`src/rtl/core/assert_macros.svh`:
```
// assertion macros shared by the encoder rtl
// no dependencies; included by files that carry concurrent assertions
`ifndef ASSERT_MACROS_SVH
`define ASSERT_MACROS_SVH

// property must hold at every clock edge outside reset
`define HCE_ASSERT(label, clk, rst_n, prop, msg) \
  label: assert property (@(posedge clk) disable iff (!rst_n) prop) \
    else $error(msg);

// expression must never be true outside reset
`define HCE_NEVER(label, clk, rst_n, expr, msg) \
  `HCE_ASSERT(label, clk, rst_n, !(expr), msg)

`endif

```
`src/rtl/core/hce_pkg.sv`:
```
// types, constants and gf(64) helpers for the hermitian code encoder
// no dependencies; used by the interfaces and the encoder top level
package hce_pkg;

  localparam int GF_BITS               = 6;
  localparam int GF_ORDER              = 63;
  localparam logic [GF_BITS-1:0] GF_POLY_LOW = 6'h03;
  localparam int X_DEG_MAX             = 8;
  localparam int CURVE_X_EXP           = 9;
  localparam int SUBFIELD_ORDER        = 7;
  localparam int CODE_LENGTH           = 512;
  localparam int POS_BITS              = 9;
  localparam int PT_K_BITS             = 3;
  localparam int DIM_BITS              = 10;
  localparam logic [DIM_BITS-1:0] DIM_RESET = 10'd409;
  localparam int DEFAULT_MESSAGE_DEPTH = 512;
  localparam int A_BITS                = 4;
  localparam logic [PT_K_BITS-1:0] CIDX_ZERO = 3'd7;

  typedef logic [GF_BITS-1:0] gf_t;
  typedef logic [63:0][GF_BITS-1:0] gf_tab_t;
  typedef logic [63:0][PT_K_BITS-1:0] cidx_tab_t;

  typedef enum logic [1:0] {
    ST_IDLE,
    ST_SETUP,
    ST_RUN,
    ST_DONE
  } hce_state_e;

  // shift-and-add multiply reduced by x^6+x+1
  function automatic gf_t gf_mul(gf_t a, gf_t b);
    gf_t  r;
    logic carry;
    r = '0;
    for (int i = GF_BITS - 1; i >= 0; i--) begin
      carry = r[GF_BITS-1];
      r     = {r[GF_BITS-2:0], 1'b0};
      if (carry) r = r ^ GF_POLY_LOW;
      if (b[i]) r = r ^ a;
    end
    return r;
  endfunction

  // exponent add and subtract modulo 63, operands below 63
  function automatic gf_t add_mod(gf_t a, gf_t b);
    logic [GF_BITS:0] s;
    s = {1'b0, a} + {1'b0, b};
    if (s >= 7'(GF_ORDER)) s = s - 7'(GF_ORDER);
    return s[GF_BITS-1:0];
  endfunction

  function automatic gf_t sub_mod(gf_t a, gf_t b);
    logic [GF_BITS:0] s;
    s = {1'b0, a} + 7'(GF_ORDER) - {1'b0, b};
    if (s >= 7'(GF_ORDER)) s = s - 7'(GF_ORDER);
    return s[GF_BITS-1:0];
  endfunction

  function automatic gf_tab_t build_exp();
    gf_tab_t t;
    gf_t     v;
    v = 6'd1;
    for (int i = 0; i < 64; i++) begin
      t[i] = v;
      v    = gf_mul(v, 6'd2);
    end
    return t;
  endfunction

  function automatic gf_tab_t build_log();
    gf_tab_t t;
    gf_tab_t e;
    t = '0;
    e = build_exp();
    for (int i = 0; i < GF_ORDER; i++) t[e[i]] = 6'(i);
    return t;
  endfunction

  // index of x^9 within the subfield: log(x) mod 7, or the zero code
  function automatic cidx_tab_t build_cidx();
    cidx_tab_t t;
    gf_tab_t   lg;
    lg   = build_log();
    t[0] = CIDX_ZERO;
    for (int x = 1; x < 64; x++) t[x] = 3'(int'(lg[x]) % SUBFIELD_ORDER);
    return t;
  endfunction

  // the eight roots of y^8+y = x^9 for each subfield value, rising order
  function automatic gf_tab_t build_ytab();
    gf_tab_t t;
    gf_tab_t e;
    gf_t     c;
    gf_t     s;
    int      k;
    t = '0;
    e = build_exp();
    for (int ci = 0; ci < 8; ci++) begin
      c = (ci == int'(CIDX_ZERO)) ? 6'd0 : e[(CURVE_X_EXP * ci) % GF_ORDER];
      k = 0;
      for (int y = 0; y < 64; y++) begin
        s = gf_mul(6'(y), 6'(y));
        s = gf_mul(s, s);
        s = gf_mul(s, s);
        if (((s ^ 6'(y)) == c) && (k < 8)) begin
          t[ci * 8 + k] = 6'(y);
          k = k + 1;
        end
      end
    end
    return t;
  endfunction

  localparam gf_tab_t   GF_EXP    = build_exp();
  localparam gf_tab_t   GF_LOG    = build_log();
  localparam cidx_tab_t CURVE_CIDX = build_cidx();
  localparam gf_tab_t   CURVE_Y   = build_ytab();

endpackage

```
`src/rtl/core/hce_in_if.sv`:
```
// input word channel of the encoder: command, position and symbol
// depends on hce_pkg for field widths
interface hce_in_if;
  logic                          valid;
  logic                          ready;
  logic                          command;
  logic [hce_pkg::POS_BITS-1:0]  position;
  logic [hce_pkg::GF_BITS-1:0]   symbol_value;

  modport source (output valid, command, position, symbol_value, input ready);
  modport sink   (input valid, command, position, symbol_value, output ready);
endinterface

```
`src/rtl/core/hce_out_if.sv`:
```
// output word channel of the encoder: codeword symbol and its position
// depends on hce_pkg for field widths
interface hce_out_if;
  logic                          valid;
  logic                          ready;
  logic [hce_pkg::GF_BITS-1:0]   codeword_value;
  logic [hce_pkg::POS_BITS-1:0]  codeword_position;

  modport source (output valid, codeword_value, codeword_position, input ready);
  modport sink   (input valid, codeword_value, codeword_position, output ready);
endinterface

```
`src/rtl/core/hce_cfg_if.sv`:
```
// configuration write channel of the encoder carrying the code dimension
// depends on hce_pkg for the data width
interface hce_cfg_if;
  logic                          valid;
  logic                          ready;
  logic [hce_pkg::DIM_BITS-1:0]  data;

  modport source (output valid, data, input ready);
  modport sink   (input valid, data, output ready);
endinterface

```
`src/rtl/core/hermitian_code_encoder.sv`:
```
// hermitian code evaluation encoder over gf(64), top level; depends on hce_pkg,
// hce_in_if, hce_out_if, hce_cfg_if, hce_ram and assert_macros.svh.
// A load word writes one message symbol into the message ram;
// loads are taken even while a finished codeword word still waits at the output.
// An evaluate word looks up its curve point from constant tables, then sums
// min(code_dimension, MESSAGE_DEPTH) terms m_j * x^a_j * y^b_j with a single
// gf multiply-accumulate fed by the one read port of the message ram, one term
// per cycle; input ready stays low from the time the word is accepted until the
// result is handed to the output register. Message entries must be loaded before
// they are summed.
`include "assert_macros.svh"

module hermitian_code_encoder #(
  parameter int MESSAGE_DEPTH = hce_pkg::DEFAULT_MESSAGE_DEPTH
) (
  input  logic      clk_i,
  input  logic      rst_ni,
  hce_in_if.sink    in_i,
  hce_out_if.source out_o,
  hce_cfg_if.sink   cfg_i
);

  localparam int AW = (MESSAGE_DEPTH > 1) ? $clog2(MESSAGE_DEPTH) : 1;
  localparam int JW = $clog2(MESSAGE_DEPTH + 1);

  hce_pkg::hce_state_e state_q, state_d;

  logic [hce_pkg::DIM_BITS-1:0] dim_q;
  logic [hce_pkg::POS_BITS-1:0] pos_q;
  hce_pkg::gf_t x_q, y_q, lx_q, ly_q;
  hce_pkg::gf_t px_q, py_q, dpx_q, dpy_q;
  hce_pkg::gf_t basis_q, acc_q;
  hce_pkg::gf_t out_value_q;
  logic [hce_pkg::POS_BITS-1:0] out_pos_q;
  logic [hce_pkg::A_BITS-1:0] a_cur_q, a_start_q;
  logic [JW-1:0] terms_q, terms_d, j_q;
  logic b_zero_q, issue_v_q, out_valid_q;

  logic accept, load_we, eval_go, issue, fin;
  logic end_deg, grow, basis_zero;
  logic [hce_pkg::A_BITS-1:0] nxt_a_start;
  hce_pkg::gf_t nxt_dpx, nxt_dpy, basis_e, basis_d;
  hce_pkg::gf_t ram_rdata;
  hce_pkg::gf_t pt_x;

  assign in_i.ready  = (state_q == hce_pkg::ST_IDLE);
  assign cfg_i.ready = 1'b1;
  assign accept      = in_i.valid && in_i.ready;
  assign load_we     = accept && !in_i.command && (int'(in_i.position) < MESSAGE_DEPTH);
  assign eval_go     = accept && in_i.command;

  assign pt_x = in_i.position[hce_pkg::POS_BITS-1:hce_pkg::PT_K_BITS];

  always_comb begin
    if (int'(dim_q) >= MESSAGE_DEPTH) terms_d = JW'(MESSAGE_DEPTH);
    else terms_d = JW'(dim_q);
  end

  hce_ram #(
    .Width     (hce_pkg::GF_BITS),
    .Depth     (MESSAGE_DEPTH),
    .AddrWidth (AW)
  ) u_msg_ram (
    .clk_i   (clk_i),
    .we_i    (load_we),
    .waddr_i (AW'(in_i.position)),
    .wdata_i (in_i.symbol_value),
    .raddr_i (j_q[AW-1:0]),
    .rdata_o (ram_rdata)
  );

  // sequencer
  always_comb begin
    state_d = state_q;
    issue   = 1'b0;
    fin     = 1'b0;
    unique case (state_q)
      hce_pkg::ST_IDLE: begin
        if (eval_go) state_d = hce_pkg::ST_SETUP;
      end
      hce_pkg::ST_SETUP: begin
        state_d = hce_pkg::ST_RUN;
      end
      hce_pkg::ST_RUN: begin
        if (j_q < terms_q) issue = 1'b1;
        else state_d = hce_pkg::ST_DONE;
      end
      hce_pkg::ST_DONE: begin
        if (!out_valid_q || out_o.ready) begin
          fin     = 1'b1;
          state_d = hce_pkg::ST_IDLE;
        end
      end
      default: state_d = hce_pkg::ST_IDLE;
    endcase
  end

  // exponent walk in pole-basis order, kept as logs modulo 63
  assign end_deg     = (a_cur_q == '0);
  assign grow        = (a_start_q < hce_pkg::A_BITS'(hce_pkg::X_DEG_MAX));
  assign nxt_a_start = grow ? a_start_q + hce_pkg::A_BITS'(1) : a_start_q;
  assign nxt_dpx     = grow ? hce_pkg::add_mod(dpx_q, lx_q) : dpx_q;
  assign nxt_dpy     = grow ? '0 : hce_pkg::add_mod(dpy_q, ly_q);
  assign basis_e     = hce_pkg::add_mod(px_q, py_q);
  assign basis_zero  = ((x_q == '0) && (a_cur_q != '0)) || ((y_q == '0) && !b_zero_q);
  assign basis_d     = basis_zero ? '0 : hce_pkg::GF_EXP[basis_e];

  always_ff @(posedge clk_i or negedge rst_ni) begin
    if (!rst_ni) begin
      state_q     <= hce_pkg::ST_IDLE;
      dim_q       <= hce_pkg::DIM_RESET;
      issue_v_q   <= 1'b0;
      out_valid_q <= 1'b0;
      a_cur_q     <= '0;
      a_start_q   <= '0;
    end else begin
      state_q   <= state_d;
      issue_v_q <= issue;
      if (cfg_i.valid) dim_q <= cfg_i.data;
      if (fin) out_valid_q <= 1'b1;
      else if (out_o.ready) out_valid_q <= 1'b0;
      if (state_q == hce_pkg::ST_SETUP) begin
        a_cur_q   <= '0;
        a_start_q <= '0;
      end else if (issue) begin
        if (end_deg) begin
          a_start_q <= nxt_a_start;
          a_cur_q   <= nxt_a_start;
        end else begin
          a_cur_q <= a_cur_q - hce_pkg::A_BITS'(1);
        end
      end
    end
  end

  always_ff @(posedge clk_i) begin
    if (eval_go) begin
      pos_q   <= in_i.position;
      x_q     <= pt_x;
      y_q     <= hce_pkg::CURVE_Y[{hce_pkg::CURVE_CIDX[pt_x],
                                   in_i.position[hce_pkg::PT_K_BITS-1:0]}];
      terms_q <= terms_d;
    end
    if (state_q == hce_pkg::ST_SETUP) begin
      lx_q     <= hce_pkg::GF_LOG[x_q];
      ly_q     <= hce_pkg::GF_LOG[y_q];
      j_q      <= '0;
      px_q     <= '0;
      py_q     <= '0;
      dpx_q    <= '0;
      dpy_q    <= '0;
      b_zero_q <= 1'b1;
      acc_q    <= '0;
    end else begin
      if (issue) begin
        j_q     <= j_q + JW'(1);
        basis_q <= basis_d;
        if (end_deg) begin
          dpx_q    <= nxt_dpx;
          px_q     <= nxt_dpx;
          dpy_q    <= nxt_dpy;
          py_q     <= nxt_dpy;
          b_zero_q <= grow;
        end else begin
          px_q     <= hce_pkg::sub_mod(px_q, lx_q);
          py_q     <= hce_pkg::add_mod(py_q, ly_q);
          b_zero_q <= 1'b0;
        end
      end
      if (issue_v_q) acc_q <= acc_q ^ hce_pkg::gf_mul(ram_rdata, basis_q);
    end
    if (fin) begin
      out_value_q <= acc_q;
      out_pos_q   <= pos_q;
    end
  end

  assign out_o.valid             = out_valid_q;
  assign out_o.codeword_value    = out_value_q;
  assign out_o.codeword_position = out_pos_q;

  `HCE_ASSERT(a_term_bound, clk_i, rst_ni, (state_q == hce_pkg::ST_RUN) |-> (j_q <= terms_q), "term index past dimension")
  `HCE_ASSERT(a_out_from_done, clk_i, rst_ni, $rose(out_valid_q) |-> $past(state_q == hce_pkg::ST_DONE), "output word without finished sum")
  `HCE_ASSERT(a_issue_from_run, clk_i, rst_ni, issue_v_q |-> $past(state_q == hce_pkg::ST_RUN), "accumulate outside summing")
  `HCE_NEVER(a_xdeg_bound, clk_i, rst_ni, a_cur_q > hce_pkg::A_BITS'(hce_pkg::X_DEG_MAX), "x degree above limit")

endmodule

```
`src/rtl/core/hce_ram.sv`:
```
// generic single write port, single read port ram with registered read
// no dependencies
module hce_ram #(
  parameter int Width     = 6,
  parameter int Depth     = 512,
  parameter int AddrWidth = (Depth > 1) ? $clog2(Depth) : 1
) (
  input  logic                 clk_i,
  input  logic                 we_i,
  input  logic [AddrWidth-1:0] waddr_i,
  input  logic [Width-1:0]     wdata_i,
  input  logic [AddrWidth-1:0] raddr_i,
  output logic [Width-1:0]     rdata_o
);

  logic [Width-1:0] mem_q [Depth];
  logic [Width-1:0] rdata_q;

  always_ff @(posedge clk_i) begin
    if (we_i) mem_q[waddr_i] <= wdata_i;
    rdata_q <= mem_q[raddr_i];
  end

  assign rdata_o = rdata_q;

endmodule
```
`src/flat_wrapper.sv`:
```
// flat-port wrapper written by rule: the top's interface ports become plain ports
module hermitian_code_encoder_flat 
#(
  parameter int MESSAGE_DEPTH = hce_pkg::DEFAULT_MESSAGE_DEPTH
)
  (clk_i, rst_ni, in_i_valid, in_i_command, in_i_position, in_i_symbol_value, in_i_ready, out_o_valid, out_o_codeword_value, out_o_codeword_position, out_o_ready, cfg_i_valid, cfg_i_data, cfg_i_ready);
  hce_in_if in_i_i ();
  hce_out_if out_o_i ();
  hce_cfg_if cfg_i_i ();
  input  logic clk_i;
  input  logic rst_ni;
  input wire logic [$bits(in_i_i.valid)-1:0] in_i_valid;
  input wire logic [$bits(in_i_i.command)-1:0] in_i_command;
  input wire logic [$bits(in_i_i.position)-1:0] in_i_position;
  input wire logic [$bits(in_i_i.symbol_value)-1:0] in_i_symbol_value;
  output wire logic [$bits(in_i_i.ready)-1:0] in_i_ready;
  output wire logic [$bits(out_o_i.valid)-1:0] out_o_valid;
  output wire logic [$bits(out_o_i.codeword_value)-1:0] out_o_codeword_value;
  output wire logic [$bits(out_o_i.codeword_position)-1:0] out_o_codeword_position;
  input wire logic [$bits(out_o_i.ready)-1:0] out_o_ready;
  input wire logic [$bits(cfg_i_i.valid)-1:0] cfg_i_valid;
  input wire logic [$bits(cfg_i_i.data)-1:0] cfg_i_data;
  output wire logic [$bits(cfg_i_i.ready)-1:0] cfg_i_ready;
  assign in_i_i.valid = in_i_valid;
  assign in_i_i.command = in_i_command;
  assign in_i_i.position = in_i_position;
  assign in_i_i.symbol_value = in_i_symbol_value;
  assign in_i_ready = in_i_i.ready;
  assign out_o_valid = out_o_i.valid;
  assign out_o_codeword_value = out_o_i.codeword_value;
  assign out_o_codeword_position = out_o_i.codeword_position;
  assign out_o_i.ready = out_o_ready;
  assign cfg_i_i.valid = cfg_i_valid;
  assign cfg_i_i.data = cfg_i_data;
  assign cfg_i_ready = cfg_i_i.ready;
  hermitian_code_encoder #(.MESSAGE_DEPTH(MESSAGE_DEPTH)) u_core (.clk_i(clk_i), .rst_ni(rst_ni), .in_i(in_i_i), .out_o(out_o_i), .cfg_i(cfg_i_i));
endmodule
```
`config.mk`:
```
export PLATFORM = sky130hd
export DESIGN_NAME = hermitian_code_encoder_flat
export DESIGN_NICKNAME = d
export VERILOG_FILES = /design/src/rtl/core/hce_pkg.sv /design/src/rtl/core/hce_in_if.sv /design/src/rtl/core/hce_out_if.sv /design/src/rtl/core/hce_cfg_if.sv /design/src/rtl/core/hermitian_code_encoder.sv /design/src/rtl/core/hce_ram.sv /design/src/flat_wrapper.sv
export VERILOG_INCLUDE_DIRS = /design/src /design/src/rtl/core
export SDC_FILE = /design/constraint.sdc
export NUM_CORES = 2
export LEC_CHECK = 0
export ABC_AREA = 1
export BUFFER_PORTS_ARGS = -buffer_cell sky130_fd_sc_hd__buf_2
export CAP_MARGIN = 30
export CORE_MARGIN = 5
export CORE_UTILIZATION = 47
export CTS_BUF_LIST = sky130_fd_sc_hd__clkbuf_2 sky130_fd_sc_hd__clkbuf_4 sky130_fd_sc_hd__clkbuf_8
export CTS_CLUSTER_SIZE = 20
export DETAILED_ROUTE_END_ITERATION = 7
export PLACE_DENSITY = 0.73
export SETUP_SLACK_MARGIN = 0.4
export SYNTH_ARGS = -nofsm -noshare
export SYNTH_HDL_FRONTEND = slang
export SYNTH_SLANG_ARGS = --single-unit
```
`constraint.sdc`:
```
create_clock -name clk_i -period 3.7 [get_ports clk_i]
set_clock_uncertainty 0.2 [all_clocks]
set_input_delay 0.74 -clock clk_i [delete_from_list [all_inputs] [get_ports clk_i]]
set_output_delay 0.74 -clock clk_i [all_outputs]
set_load 0.02 [all_outputs]
```
==> results.toml <==
[floorplan]
fp.coreArea_mm2 = 0.279
rows = 194
die_w_um = 539
io_pins = 49
die_area_mm2 = 0.291
die_h_um = 539
initial_utilization_pct = 47.1

[pwr]
internal_power_mw = 64.2
ir_drop_mv = 0.407
p_leak_nw = 49.3
power_frac_seq_pct = 42.0
p_switching_mw = 32.7
power_frac_clock_pct = 29.4
p_per_area_mw_per_mm2 = 648
comb_power_share_pct = 28.6
swShare_pct = 33.8
finalPower_mw = 96.9

[setup_path]
crit_required_ns = 4.30
cp_cell_sequence = "ha_4, inv_2, fa_1, inv_2, ha_4, inv_4, nor2_4, nand3_4, nor2_4, nand2_4, buf_6, nand4_1, buf_4, nand2_8, ha_4, nand2_4, nand2_1, nand2_1, nand3_2, a21oi_2, nor2_1"
slowest_delay_ns = 0.48
critPathBufInv = 5
crit_path_end_kind = "flop"
cp_slowest_cell = "fa_1"
critPathMaxFanout = 5
crit_family = "adder cells"
startpoint_type = "flop"
ff2ff_path_depth = 21
reg2reg_to = "u_core.basis_q[4]$_SDFFCE_PP0P_"
rr_startpoint = "u_core.py_q[0]$_SDFFE_PN0P_"
timing.reg2reg.setup_slack_ns = 0.33
worstPathArrival_ns = 3.97
path_class = "reg2reg"
cp_common_cell = "ha_4"

[sta]
hold_slack_ns = 0.0814
rsz0062_at_grt = "yes"
finalCritPeriodShare_pct = 91.0
final_max_slew_viol_count = 0
max_slew_margin_pct = 34.3
setup-violations-final = 0
max_freq_ghz = 0.297
finalHoldViolCount = 0
worst_slew_pin_slew_ns = 0.982
fin_crit_ns = 3.37

[grt]
grt_pass1_vias = 88600
grtUsageMet3_pct = 5.59
busiest_layer = "met2"
grt_max_degree = 174
grt_overflow = 0
grt_pass1_wl_um = 543000
antenna_found_initial = 10
use_met1_pct = 32.3
grt_use_total_pct = 24.1
use_met2_pct = 38.1

[synthesis]
synth_mux_area_share_pct = 0.00856
yosys.area_share.simple_pct = 11.2
yosys.area.top_type_share_pct = 71.4
syn-num-nets = 10900
synth_adder_area_share_pct = 0.845
synth_top_family_by_area = "compound AO/OA/AOI/OAI gates"
synth_edf_count = 3127
synth_area_leaders = "edfxtp_1 (71%), nor2_1 (6.6%), o21ai_0 (6.2%)"
netlist.top_cell.by_area = "edfxtp_1"
synth_compound_area_share_pct = 12.0
syn_avg_cell_area_um2 = 12.3
ys_async_sr_fraction_pct = 0.688
ys_types = 62
synth_flop_cell = "edfxtp_1"
synth-seq-area-share_pct = 72.5
yosysWarningCount = 0
synthCells = 10700
synthesis.area_mm2 = 0.132
synth-xor-area-share_pct = 0.406
ys_ff_latch = 3196

[detailed_routing]
drc = 1
drt-initial-drc-count = 13500
vias_per_cell = 6.07
ant_nets = 0
firstDrtPassIters = 8
post_drt_wl_per_cell_um = 24.3
routed_wl_um = 369000
vias = 92200

[cts]
cts_buffers = 471
cts_tree = "done"
cts_root_buffer = "clkbuf_8"
clkLatencyLatePin_ns = 1.04
clkTransAtPathRegs_ns = 0.07
clock_sinks = 3196
h-tree-depth = 5
clock_path_buffers = 4

[layout]
fin_area_mm2 = 0.150
fillers = 22400
drive_gt1_share_pct = 13.2
area_delta_synth_final_pct = 13.7
nets = 11200
layout.cells.non_filler = 15200

[worst_hold_path]
holdPathEnd = "u_core.u_msg_ram.mem_q[52][0]$_DFFE_PP_"
hold_depth = 1
hold_path.class = "in2reg"
min_from = "in_i_symbol_value[0]"

[placement]
placed_cell_area_mm2 = 0.139
io_buffers = 47
routabilityCongestion = 0.910
hpwl_um = 216000
placed_cells = 14200

[status]
status = "finished, violations left"
violations = "DRC"

[flow_run]
cap_viol_max_count = 0
layer usage:
| metal | wire (µm) | vias up |
|---|---|---|
| met5 | 334 | - |
| met1 | 138000 | 44700 |
| met2 | 170000 | 6358 |
| li1 | - | 40200 |
| met3 | 45500 | 901 |
| met4 | 15100 | 8 |
power groups by stage:
stage,clock network [mW],registers (mW),logic [mW]
3_3_place_gp,0,41.5,25.1
3_5_place_dp,0,41.5,25.5
2_1_floorplan,0,41.3,16.4
5_1_grt,30.5,40.7,29.9
6_report,28.5,40.7,27.7
4_1_cts,28.7,40.7,26.4
synthesized netlist by cell type, types with 6 or more instances:
library cell / n
a21oi_1: 211
a31oi_1: 17
buf_1: 23
buf_2: 200
buf_4: 27
clkbuf_1: 520
clkinv_1: 8
dfrtp_1: 17
dfxtp_1: 47
edfxtp_1: 3127
ha_1: 80
inv_1: 179
nand2_1: 752
nand2_2: 8
nand2_4: 6
nand3_1: 527
nand3b_1: 7
nand4_1: 41
nor2_1: 2299
nor3_1: 12
o211ai_1: 184
o21ai_0: 1640
o221ai_1: 214
o22ai_1: 452
or2_2: 7
xnor2_1: 36
xor2_1: 25
layout make-up:
cell class                      instances  area (µm²)  area share [%]
Clock inverter                        243        1720            1.15
Clock buffer                          615        7640            5.11
Multi-Input combinational cell       6575       32800            21.9
Inverter                              192         781           0.522
Timing Repair inverter                  3        28.8          0.0192
Tap cell                             3724        4660            3.12
Sequential cell                      3196       95400            63.8
Antenna cell                            7        17.5          0.0117
Timing Repair Buffer                  629        6530            4.36
worst max path at each step:
stage | to | cells past startpoint | slack, ns | start
after CTS | u_core.u_msg_ram.rdata_o[2]$_DFF_P_ | 14 | 0.34 | u_core.j_q[0]$_SDFFE_PN0P_
after global routing | u_core.basis_q[4]$_SDFFCE_PP0P_ | 21 | 0.21 | u_core.py_q[0]$_SDFFE_PN0P_
after global placement | u_core.u_msg_ram.rdata_o[2]$_DFF_P_ | 14 | 0.04 | u_core.j_q[0]$_SDFFE_PN0P_
after floorplan | u_core.basis_q[4]$_SDFFCE_PP0P_ | 22 | 0.46 | u_core.py_q[0]$_SDFFE_PN0P_
final | u_core.basis_q[4]$_SDFFCE_PP0P_ | 21 | 0.33 | u_core.py_q[0]$_SDFFE_PN0P_
after detailed placement | u_core.u_msg_ram.rdata_o[2]$_DFF_P_ | 14 | -0.10 | u_core.j_q[0]$_SDFFE_PN0P_
through the flow:
stage / util, % / TNS, ns / setup slack, ns
2_1_floorplan: - / 0 / 0.462
3_3_place_gp: 49.6 / 0 / 0.0365
3_5_place_dp: 49.6 / -0.104 / -0.104
4_1_cts: 53.3 / 0 / 0.340
5_1_grt: 53.6 / 0 / 0.211
6_report: 53.6 / 0 / 0.332
placed cells by master, fill, tap and decap left out, drive strengths merged, types with 22 or more instances in the layout:
cell type	count
nor2	2303
a21oi	213
clkinv	211
nand4	42
buf	576
dlygate4sd3	49
xnor2	36
ha	80
inv	197
dfxtp	47
nand2	766
o221ai	214
o211ai	184
edfxtp	3127
o21ai	1646
clkbuf	619
o22ai	452
bufinv	22
nand3	530
xor2	25
registers in the layout, summed over array words and instances, names as in the netlist, 9 cells and up:
register / count
u_core.dim_q: 10
u_core.j_q: 10
u_core.out_o.codeword_position: 9
u_core.terms_q: 10
u_core.u_msg_ram.mem_q: 3072
logic make-up (layout without fill, tap and decap cells):
family,count (synthesis),after routing
buffers and inverters,967,1682
AO/OA/AOI/OAI,2756,2756
XOR/XNOR,61,61
adder cells (fa/ha/maj),86,86
AND/OR/NAND/NOR,3670,3670
flip-flops,3196,3196
multiplexers,1,1
other,1,8
repair_timing:
| action | CTS | global route |
|---|---|---|
| buffers inserted | 21 | 15 |
| hold buffers | 49 | 0 |
| gates cloned | 2 | 5 |
| resized for setup | 71 | 110 |
| pin swaps | 34 | 29 |
| endpoints found under the setup margin | 146 | 239 |
| endpoints found under the hold margin | 211 | 0 |
(Power assumes the default switching activity.)
